$ cat src/rtl/dcfl_pkg.sv
// ----------------------------------------------------------------------------
// dcfl_pkg
// Shared types and codes for the DER certificate field locator.
// ----------------------------------------------------------------------------
package dcfl_pkg;

    localparam logic [2:0] KIND_SERIAL  = 3'd0;
    localparam logic [2:0] KIND_ISSUER  = 3'd1;
    localparam logic [2:0] KIND_SUBJECT = 3'd2;
    localparam logic [2:0] KIND_KEY     = 3'd3;
    localparam logic [2:0] KIND_VERDICT = 3'd4;

    localparam logic [2:0] ST_OK        = 3'd0;
    localparam logic [2:0] ST_BAD_TAG   = 3'd1;
    localparam logic [2:0] ST_BAD_LEN   = 3'd2;
    localparam logic [2:0] ST_TRUNC     = 3'd3;
    localparam logic [2:0] ST_EMPTY_BIT = 3'd4;

    localparam logic [7:0] TAG_SEQUENCE = 8'h30;
    localparam logic [7:0] TAG_VERSION  = 8'hA0;
    localparam logic [7:0] TAG_INTEGER  = 8'h02;
    localparam logic [7:0] TAG_BITSTR   = 8'h03;

    localparam int FIFO_DEPTH = 4;
    localparam int FIFO_AW    = 2;
    localparam int FIFO_CW    = 3;

    typedef struct packed {
        logic [2:0]  kind;
        logic [15:0] offset;
        logic [16:0] length;
        logic [2:0]  status;
        logic        last;
    } t_result;

    typedef struct packed {
        logic [1:0] num;
        t_result    res0;
        t_result    res1;
    } t_push;

endpackage

$ cat src/rtl/dcfl_parser.sv
// ----------------------------------------------------------------------------
// dcfl_parser
// TLV header decoder and X.509 layout checker; one byte per step.
// ----------------------------------------------------------------------------
module dcfl_parser #(
    parameter int MAX_CERT_BYTES    = 65536,
    parameter int MAX_LENGTH_OCTETS = 4
) (
    input  logic             i_clk,
    input  logic             i_rst_n,
    input  logic             i_step,
    input  logic [7:0]       i_byte,
    input  logic             i_eod,
    output dcfl_pkg::t_push  o_push
);
    import dcfl_pkg::*;

    localparam int W  = $clog2(MAX_CERT_BYTES) + 2;
    localparam int XW = (W > 17) ? W : 17;
    localparam logic [W-1:0]   MAXP  = W'(MAX_CERT_BYTES);
    localparam logic [W-1:0]   SATV  = W'(MAX_CERT_BYTES + 1);
    localparam logic [W+7:0]   MAXPW = (W+8)'(MAX_CERT_BYTES);
    localparam logic [6:0]     MAXLO = 7'(MAX_LENGTH_OCTETS);

    localparam logic [3:0] STEP_CERT     = 4'd0;
    localparam logic [3:0] STEP_TBS      = 4'd1;
    localparam logic [3:0] STEP_FIRST    = 4'd2;
    localparam logic [3:0] STEP_SERIAL   = 4'd3;
    localparam logic [3:0] STEP_SIGALG   = 4'd4;
    localparam logic [3:0] STEP_ISSUER   = 4'd5;
    localparam logic [3:0] STEP_VALIDITY = 4'd6;
    localparam logic [3:0] STEP_SUBJECT  = 4'd7;
    localparam logic [3:0] STEP_SPKI     = 4'd8;
    localparam logic [3:0] STEP_ALG      = 4'd9;
    localparam logic [3:0] STEP_BITS     = 4'd10;
    localparam logic [3:0] STEP_DONE     = 4'd11;
    localparam logic [3:0] STEP_FAILED   = 4'd12;

    localparam logic [1:0] PH_TAG  = 2'd0;
    localparam logic [1:0] PH_LEN1 = 2'd1;
    localparam logic [1:0] PH_LENN = 2'd2;
    localparam logic [1:0] PH_SKIP = 2'd3;

    logic [W-1:0] r_pos,   n_pos;
    logic [3:0]   r_step,  n_step;
    logic [1:0]   r_phase, n_phase;
    logic [7:0]   r_tag,   n_tag;
    logic [W-1:0] r_len,   n_len;
    logic [2:0]   r_left,  n_left;
    logic [W-1:0] r_start, n_start;
    logic [W-1:0] r_skip,  n_skip;
    logic [W-1:0] r_req,   n_req;
    logic [2:0]   r_err,   n_err;

    logic [W+7:0] acc_wide;
    logic [W-1:0] acc_sat;
    logic [W-1:0] len_now;
    logic [W-1:0] content;
    logic [W-1:0] end_pos;
    logic [W-1:0] total;
    logic [XW-1:0] x_start, x_total, x_key_off, x_key_len;
    logic         hdr_done;
    logic         tag_ok;
    logic         has_field;
    logic         has_verdict;
    t_result      field_res;
    t_result      verdict_res;

    assign acc_wide = {r_len, i_byte};
    assign acc_sat  = (acc_wide > MAXPW) ? SATV : acc_wide[W-1:0];
    assign len_now  = (r_phase == PH_LEN1) ? W'(i_byte) : acc_sat;
    assign content  = r_pos + W'(1);
    assign end_pos  = content + len_now;
    assign total    = content - r_start + len_now;
    assign x_start   = XW'(r_start);
    assign x_total   = XW'(total);
    assign x_key_off = XW'(content) + XW'(1);
    assign x_key_len = XW'(len_now) - XW'(1);

    always_comb begin
        case (r_step)
            STEP_FIRST:  tag_ok = (r_tag == TAG_VERSION) || (r_tag == TAG_INTEGER);
            STEP_SERIAL: tag_ok = (r_tag == TAG_INTEGER);
            STEP_BITS:   tag_ok = (r_tag == TAG_BITSTR);
            default:     tag_ok = (r_tag == TAG_SEQUENCE);
        endcase
    end

    always_comb begin
        n_pos   = r_pos;
        n_step  = r_step;
        n_phase = r_phase;
        n_tag   = r_tag;
        n_len   = r_len;
        n_left  = r_left;
        n_start = r_start;
        n_skip  = r_skip;
        n_req   = r_req;
        n_err   = r_err;
        hdr_done    = 1'b0;
        has_field   = 1'b0;
        has_verdict = 1'b0;
        field_res   = '0;
        verdict_res = '0;

        if (i_step && (r_pos < MAXP)) begin
            n_pos = r_pos + W'(1);
            if (r_step < STEP_DONE) begin
                case (r_phase)
                    PH_TAG: begin
                        n_start = r_pos;
                        n_tag   = i_byte;
                        n_phase = PH_LEN1;
                    end
                    PH_LEN1: begin
                        if (!i_byte[7]) begin
                            n_len    = len_now;
                            hdr_done = 1'b1;
                        end else if ((i_byte[6:0] == 7'd0) || (i_byte[6:0] > MAXLO)) begin
                            n_err   = ST_BAD_LEN;
                            n_step  = STEP_FAILED;
                            n_phase = PH_TAG;
                        end else begin
                            n_left  = i_byte[2:0];
                            n_len   = '0;
                            n_phase = PH_LENN;
                        end
                    end
                    PH_LENN: begin
                        n_len    = len_now;
                        n_left   = r_left - 3'd1;
                        hdr_done = (r_left == 3'd1);
                    end
                    default: begin
                        if (content >= r_skip) n_phase = PH_TAG;
                    end
                endcase
            end
        end

        if (hdr_done) begin
            if (end_pos > MAXP) begin
                n_err   = ST_TRUNC;
                n_step  = STEP_FAILED;
                n_phase = PH_TAG;
            end else if (!tag_ok) begin
                n_err   = ST_BAD_TAG;
                n_step  = STEP_FAILED;
                n_phase = PH_TAG;
            end else if ((r_step == STEP_BITS) && (len_now == '0)) begin
                n_err   = ST_EMPTY_BIT;
                n_step  = STEP_FAILED;
                n_phase = PH_TAG;
            end else begin
                if (end_pos > r_req) n_req = end_pos;
                n_phase = (len_now == '0) ? PH_TAG : PH_SKIP;
                n_skip  = (len_now == '0) ? r_skip : end_pos;
                field_res.offset = x_start[15:0];
                field_res.length = x_total[16:0];
                field_res.status = ST_OK;
                case (r_step)
                    STEP_CERT: begin
                        n_step  = STEP_TBS;
                        n_phase = PH_TAG;
                        n_skip  = r_skip;
                    end
                    STEP_TBS: begin
                        n_step  = STEP_FIRST;
                        n_phase = PH_TAG;
                        n_skip  = r_skip;
                    end
                    STEP_FIRST: begin
                        if (r_tag == TAG_VERSION) begin
                            n_step = STEP_SERIAL;
                        end else begin
                            n_step          = STEP_SIGALG;
                            has_field       = 1'b1;
                            field_res.kind  = KIND_SERIAL;
                        end
                    end
                    STEP_SERIAL: begin
                        n_step         = STEP_SIGALG;
                        has_field      = 1'b1;
                        field_res.kind = KIND_SERIAL;
                    end
                    STEP_SIGALG:   n_step = STEP_ISSUER;
                    STEP_ISSUER: begin
                        n_step         = STEP_VALIDITY;
                        has_field      = 1'b1;
                        field_res.kind = KIND_ISSUER;
                    end
                    STEP_VALIDITY: n_step = STEP_SUBJECT;
                    STEP_SUBJECT: begin
                        n_step         = STEP_SPKI;
                        has_field      = 1'b1;
                        field_res.kind = KIND_SUBJECT;
                    end
                    STEP_SPKI: begin
                        n_step  = STEP_ALG;
                        n_phase = PH_TAG;
                        n_skip  = r_skip;
                    end
                    STEP_ALG:      n_step = STEP_BITS;
                    default: begin
                        n_step           = STEP_DONE;
                        n_phase          = PH_TAG;
                        n_skip           = r_skip;
                        has_field        = 1'b1;
                        field_res.kind   = KIND_KEY;
                        field_res.offset = x_key_off[15:0];
                        field_res.length = x_key_len[16:0];
                    end
                endcase
            end
        end

        if (i_step && i_eod) begin
            has_verdict      = 1'b1;
            verdict_res.kind = KIND_VERDICT;
            verdict_res.last = 1'b1;
            if (n_err != ST_OK)          verdict_res.status = n_err;
            else if (n_step != STEP_DONE) verdict_res.status = ST_TRUNC;
            else if (n_req > n_pos)       verdict_res.status = ST_TRUNC;
            else                          verdict_res.status = ST_OK;
            n_pos   = '0;
            n_step  = STEP_CERT;
            n_phase = PH_TAG;
            n_tag   = '0;
            n_len   = '0;
            n_left  = '0;
            n_start = '0;
            n_skip  = '0;
            n_req   = '0;
            n_err   = ST_OK;
        end
        field_res.last = !has_verdict;
    end

    always_comb begin
        o_push.num  = {1'b0, has_field} + {1'b0, has_verdict};
        o_push.res0 = has_field ? field_res : verdict_res;
        o_push.res1 = verdict_res;
    end

    always_ff @(posedge i_clk) begin
        if (!i_rst_n) begin
            r_pos   <= '0;
            r_step  <= STEP_CERT;
            r_phase <= PH_TAG;
            r_tag   <= '0;
            r_len   <= '0;
            r_left  <= '0;
            r_start <= '0;
            r_skip  <= '0;
            r_req   <= '0;
            r_err   <= ST_OK;
        end else begin
            r_pos   <= n_pos;
            r_step  <= n_step;
            r_phase <= n_phase;
            r_tag   <= n_tag;
            r_len   <= n_len;
            r_left  <= n_left;
            r_start <= n_start;
            r_skip  <= n_skip;
            r_req   <= n_req;
            r_err   <= n_err;
        end
    end

endmodule

$ cat src/rtl/dcfl_result_fifo.sv
// ----------------------------------------------------------------------------
// dcfl_result_fifo
// Small result queue; takes up to two results a cycle, gives one.
// ----------------------------------------------------------------------------
module dcfl_result_fifo (
    input  logic                        i_clk,
    input  logic                        i_rst_n,
    input  dcfl_pkg::t_push             i_push,
    output logic                        o_valid,
    input  logic                        i_ready,
    output dcfl_pkg::t_result           o_res,
    output logic [dcfl_pkg::FIFO_CW-1:0] o_count
);
    import dcfl_pkg::*;

    t_result              r_mem [FIFO_DEPTH];
    logic [FIFO_AW-1:0]   r_wp,    n_wp;
    logic [FIFO_AW-1:0]   r_rp,    n_rp;
    logic [FIFO_CW-1:0]   r_count, n_count;
    logic                 pop;

    assign o_valid = (r_count != '0);
    assign o_res   = r_mem[r_rp];
    assign o_count = r_count;
    assign pop     = o_valid && i_ready;

    always_comb begin
        n_wp    = r_wp + FIFO_AW'(i_push.num);
        n_rp    = r_rp + FIFO_AW'(pop);
        n_count = r_count + FIFO_CW'(i_push.num) - FIFO_CW'(pop);
    end

    always_ff @(posedge i_clk) begin
        if (i_push.num != 2'd0) r_mem[r_wp] <= i_push.res0;
        if (i_push.num == 2'd2) r_mem[r_wp + FIFO_AW'(1)] <= i_push.res1;
    end

    always_ff @(posedge i_clk) begin
        if (!i_rst_n) begin
            r_wp    <= '0;
            r_rp    <= '0;
            r_count <= '0;
        end else begin
            r_wp    <= n_wp;
            r_rp    <= n_rp;
            r_count <= n_count;
        end
    end

endmodule

$ cat src/rtl/der_certificate_field_locator_unit.sv
// ----------------------------------------------------------------------------
// der_certificate_field_locator_unit
// Locates serial, issuer, subject and public key in a DER certificate stream
// and gives a verdict on the last byte.
//
//   Channel  Dir  tdata                           tuser        tlast
//   s        in   [7:0] data_byte                 -            end_of_data
//   m        out  [15:0] field_offset,            result_kind  last_of_run
//                 [32:16] field_length,
//                 [35:33] status, [39:36] zero
//
// One byte a cycle: input register, one pass of header decode, then a
// four-entry result queue. Results are pushed as a byte leaves the input register.
// A byte with a field and a verdict pushes both together; they leave one at a time.
// Input stalls while the queue holds more than two results.
// Synchronous active-low reset; parser state also clears after every verdict.
// ----------------------------------------------------------------------------
module der_certificate_field_locator_unit #(
    parameter int MAX_CERT_BYTES    = 65536,
    parameter int MAX_LENGTH_OCTETS = 4
) (
    input  logic        i_clk,
    input  logic        i_rst_n,
    input  logic        i_s_tvalid,
    output logic        o_s_tready,
    input  logic [7:0]  i_s_tdata,   // [7:0] data_byte
    input  logic        i_s_tlast,   // end_of_data
    output logic        o_m_tvalid,
    input  logic        i_m_tready,
    output logic [39:0] o_m_tdata,   // [15:0] offset, [32:16] length, [35:33] status
    output logic [2:0]  o_m_tuser,   // [2:0] result_kind
    output logic        o_m_tlast    // last_of_run
);
    import dcfl_pkg::*;

    logic                 r_in_valid;
    logic [7:0]           r_in_byte;
    logic                 r_in_eod;
    logic                 adv;
    logic                 in_acc;
    t_push                w_push;
    t_result              w_res;
    logic [FIFO_CW-1:0]   w_count;

    assign adv        = r_in_valid && (w_count <= FIFO_CW'(FIFO_DEPTH - 2));
    assign o_s_tready = !r_in_valid || adv;
    assign in_acc     = i_s_tvalid && o_s_tready;

    always_ff @(posedge i_clk) begin
        if (!i_rst_n) begin
            r_in_valid <= 1'b0;
        end else if (in_acc) begin
            r_in_valid <= 1'b1;
        end else if (adv) begin
            r_in_valid <= 1'b0;
        end
    end

    always_ff @(posedge i_clk) begin
        if (in_acc) begin
            r_in_byte <= i_s_tdata;
            r_in_eod  <= i_s_tlast;
        end
    end

    dcfl_parser #(
        .MAX_CERT_BYTES    (MAX_CERT_BYTES),
        .MAX_LENGTH_OCTETS (MAX_LENGTH_OCTETS)
    ) u_parser (
        .i_clk   (i_clk),
        .i_rst_n (i_rst_n),
        .i_step  (adv),
        .i_byte  (r_in_byte),
        .i_eod   (r_in_eod),
        .o_push  (w_push)
    );

    dcfl_result_fifo u_fifo (
        .i_clk   (i_clk),
        .i_rst_n (i_rst_n),
        .i_push  (w_push),
        .o_valid (o_m_tvalid),
        .i_ready (i_m_tready),
        .o_res   (w_res),
        .o_count (w_count)
    );

    assign o_m_tdata = {4'b0000, w_res.status, w_res.length, w_res.offset};
    assign o_m_tuser = w_res.kind;
    assign o_m_tlast = w_res.last;

    a_verdict_last: assert property (@(posedge i_clk) disable iff (!i_rst_n)
        (o_m_tvalid && o_m_tuser == KIND_VERDICT) |-> o_m_tlast)
        else $error("verdict not marked last");

    a_field_ok: assert property (@(posedge i_clk) disable iff (!i_rst_n)
        (o_m_tvalid && o_m_tuser != KIND_VERDICT) |-> (o_m_tdata[35:33] == ST_OK))
        else $error("field result with non-ok status");

    a_kind_range: assert property (@(posedge i_clk) disable iff (!i_rst_n)
        o_m_tvalid |-> (o_m_tuser <= KIND_VERDICT))
        else $error("result kind out of range");

    a_fifo_bound: assert property (@(posedge i_clk) disable iff (!i_rst_n)
        w_count <= FIFO_CW'(FIFO_DEPTH))
        else $error("result queue overflow");

endmodule

$ cat config.mk
export PLATFORM = sky130hd
export DESIGN_NAME = der_certificate_field_locator_unit
export DESIGN_NICKNAME = d
export VERILOG_FILES = /design/src/rtl/dcfl_pkg.sv /design/src/rtl/dcfl_parser.sv /design/src/rtl/dcfl_result_fifo.sv /design/src/rtl/der_certificate_field_locator_unit.sv
export SDC_FILE = /design/constraint.sdc
export NUM_CORES = 1
export LEC_CHECK = 0
export BUFFER_PORTS_ARGS = -buffer_cell sky130_fd_sc_hd__buf_2
export CAP_MARGIN = 20
export CORE_ASPECT_RATIO = 0.5
export CORE_UTILIZATION = 40
export CTS_CLUSTER_DIAMETER = 100
export DETAILED_ROUTE_END_ITERATION = 6
export SETUP_SLACK_MARGIN = 0.5
export SLEW_MARGIN = 20
export SYNTH_ARGS = -nofsm -noshare
export SYNTH_HDL_FRONTEND = slang
export SYNTH_SLANG_ARGS = --single-unit
export TNS_END_PERCENT = 50
$ cat constraint.sdc
create_clock -name i_clk -period 11.6 [get_ports i_clk]
set_clock_uncertainty 0.05 [all_clocks]
set_input_delay 1.16 -clock i_clk [delete_from_list [all_inputs] [get_ports i_clk]]
set_output_delay 1.16 -clock i_clk [all_outputs]
set_load 0.01 [all_outputs]
==> impl_metrics.ini <==
[placed_design]
pre_cts_ws_ns = 1.80
dp_cells = 2328
dpl-instance-area_um2 = 17100
portBuffers = 54
place_hpwl_um = 35400
gp_congestion = 0.964

[routing]
drt_iter0_drc = 1075
vias = 13400
drt-total-wl_um = 48200
first_pass_iters = 7
drcViolationCount = 7
via_per_inst = 5.64
avgRoutedWirePerCell_um = 20.2
drtAntennaViolNets = 0

[worst_setup_path]
cp-end-kind = flip-flop
r2r_start = r_in_byte[0]$_DFFE_PP_
r2r_cells = 24
path_buf_inv = 0
crit_fanout = 19
rr_endpoint = u_fifo.r_mem[1][2]$_DFFE_PP_
critPathTopFamily = simple AND/OR/NAND/NOR gates
startpoint_type = flip-flop
cp.arrival_ns = 9.89
critPathMaxStageDelay_ns = 0.91
r2r_slack_ns = 2.00
critPathRequiredTime_ns = 11.88
path_cells = or4_1 -> nor3_1 -> nand2_1 -> a211oi_2 -> and2_1 -> ha_1 -> nand4_1 -> o21ba_2 -> o21ai_0 -> a21boi_2 -> or3_1 -> a2111o_1 -> o41a_1 -> nor3_4 -> and3b_1 -> mux2_2 -> ha_1 -> or4_1 -> a21oi_1 -> o2111ai_1 -> a221o_1 -> or4b_1 -> o21ai_2 -> a21oi_1
path_class = flip-flop to flip-flop
cp_slowest_cell = and3b_1

[clock_network]
cts.htree.levels = 1
cts_resized = 0
cts_tree = done
cts_root_buffer = clkbuf_16
clock_sinks = 286
numCtsBuffers = 28
clk_latency_ns = 0.58
clk_pin_slew_ns = 0.07
ctsHoldBuffers = 0
cts_setup_buffers = 0
cts_buffer_depth = 3

[logic_synthesis]
synth-edff-count = 29
synth_area_leaders = dfxtp_1, ha_1, mux4_2, edfxtp_1, nand2_1
seq_area_frac_synth = 0.367
ys.flop_type = dfxtp_1
synth_top_cell_area_share = 0.314
async_flop_share = 0
synth_most_common_cell = dfxtp_1
synth_top_area_cell = dfxtp_1
synth.distinct_cells = 84
avgSynthCellArea_um2 = 9.05
post_synth_instance_area_um2 = 16400
yosys-top-cells-count = dfxtp_1, nand2_1, nor2_1, inv_1, o21ai_0
yosysWarnings = 0
synthCells = 1813
ys_seq_elements = 286

[floorplan]
die_area_um2 = 41900
rows = 52
core_area_um2 = 40400
start_util = 0.406
die_y_um = 145
die_w_um = 288
top_level_ports = 59

[global_routing]
grt_max_degree = 57
grt_first_pass_wirelength_um = 75300
antenna_found_initial = 0
globalRouteOverflowTotal = 0
gr-usage-all-layers = 0.230
grt_pass1_vias = 12800

[status]
violations = DRC
outcome = finished with violations

[pwr]
p_per_area_nw_per_um2 = 140
p_leak_nw = 6.99
ir_drop_mv = 0.0966

[worst_hold_path]
hold_end = u_fifo.r_mem[3][26]$_SDFFE_PP0P_
whs_path_depth = 2
hold_start = u_fifo.r_mem[3][26]$_SDFFE_PP0P_
hold_class = flip-flop to flip-flop

[finish]
nets = 1954
antenna_cells = 0
drive_above_1_share = 0.113
n_fill_cell = 3935
final_util = 0.448
fin_area_um2 = 18100
stdcell_count = 2380
syn_to_final_growth_pct = 10.4

[timing]
finalCriticalPeriod_ns = 9.60
worst_slack_ns = 2.00
drv_slew = 0
hold_viol = 0
period_share = 0.828
setup_viol = 0
worst_slew_pin_slew_ns = 1.13
max_freq_ghz = 0.104
fin_setup_tns_ns = 0
maxSlewHeadroom = 0.249
rsz0062_at_grt = false

[run]
maxCapViolations = 0
placed cells by master, fill, tap and decap left out, types with 16 or more instances in the layout:
cell type / count
a21oi_1: 93
fa_1: 18
nand4_1: 16
ha_1: 104
a22oi_1: 20
nor3_1: 25
buf_4: 19
nand2b_1: 20
nand3_1: 34
nor2_1: 132
o21ai_0: 113
inv_1: 116
buf_2: 54
nand2_1: 218
clkbuf_16: 29
xnor2_1: 55
a22o_1: 77
dfxtp_1: 255
nor2b_1: 19
a21o_1: 24
and2_1: 45
mux2i_1: 25
xor2_1: 30
edfxtp_1: 29
mux4_2: 40
worst min-delay path: cells and delay by family (launching register included):
kind            cells  cell delay, ns
simple gates        1            0.04
flops               1            0.32
compound gates      1            0.05
flip-flops by register name, indices dropped and copies added, names as in the netlist:
signal and cells:
u_parser.r_err 3, u_parser.r_start 17, u_parser.r_len 18, u_fifo.r_mem 160
u_parser.r_phase 2, u_parser.r_tag 8, u_parser.r_req 18, u_fifo.r_wp 2
u_parser.r_pos 18, r_in_eod 1, u_parser.r_step 4, u_parser.r_skip 18
r_in_valid 1, u_fifo.o_count 3, u_parser.r_left 3, u_fifo.r_rp 2
r_in_byte 8
how the worst max path moves through the flow:
stage,start,endpoint,slack (ns),cells past startpoint
floorplan,u_parser.r_len[0]$_SDFFE_PP0P_,u_fifo.r_mem[0][2]$_DFFE_PP_,3.66,37
global placement,u_parser.r_len[1]$_SDFFE_PP0P_,u_fifo.r_mem[0][2]$_DFFE_PP_,1.96,24
detailed placement,r_in_byte[0]$_DFFE_PP_,u_fifo.r_mem[1][2]$_DFFE_PP_,1.80,24
CTS,r_in_byte[0]$_DFFE_PP_,u_fifo.r_mem[2][2]$_DFFE_PP_,1.75,24
global route,r_in_byte[0]$_DFFE_PP_,u_fifo.r_mem[3][2]$_DFFE_PP_,1.53,25
finish,r_in_byte[0]$_DFFE_PP_,u_fifo.r_mem[1][2]$_DFFE_PP_,2.00,24
cell families after synthesis:
| group | count (synthesis) | share of synthesized area |
|---|---|---|
| and+or+nand+nor | 589 | 0.173 |
| xor gates and xnor gates | 86 | 0.0464 |
| other | 1 | 0.000229 |
| AOI/OAI and AO/OA | 434 | 0.178 |
| muxes | 79 | 0.0809 |
| buffers and inverters | 216 | 0.0542 |
| adders and majority gates | 122 | 0.101 |
| DFF | 286 | 0.367 |
per-stage QoR:
| step | hold WS [ns] | total power [mW] |
|---|---|---|
| final | 0.397 | 2.54 |
| after detailed placement | 0.387 | 1.54 |
| after CTS | 0.402 | 2.56 |
| after global routing | 0.430 | 2.65 |
| after global placement | 0.379 | 1.54 |
| after floorplan | 0.370 | 1.41 |
layout make-up:
class                      count  area (um^2)  share of cell area
inverter                     116          435              0.0240
multi-input combinational   1314         9530               0.526
sequential                   286         6020               0.332
timing repair buffer          73          413              0.0228
tap                          540          676              0.0373
clock buffer                  42          865              0.0477
clock inverter                 9          170             0.00940
metal layers:
| metal | vias to the layer above | wire [um] | GRT usage |
|---|---|---|---|
| met5 | - | 0 | 0 |
| met4 | 0 | 753 | 0.0429 |
| met1 | 6556 | 23600 | 0.348 |
| li1 | 6420 | - | - |
| met2 | 391 | 20800 | 0.345 |
| met3 | 64 | 2980 | 0.0319 |
report_power, final:
group / internal [mW] / switching (mW) / total [mW]
Clock: 0.605 / 0.418 / 1.02
Combinational: 0.182 / 0.281 / 0.464
Sequential: 1.02 / 0.0344 / 1.05
Total: 1.81 / 0.734 / 2.54
Note: power is estimated with default switching activity, not from simulation.
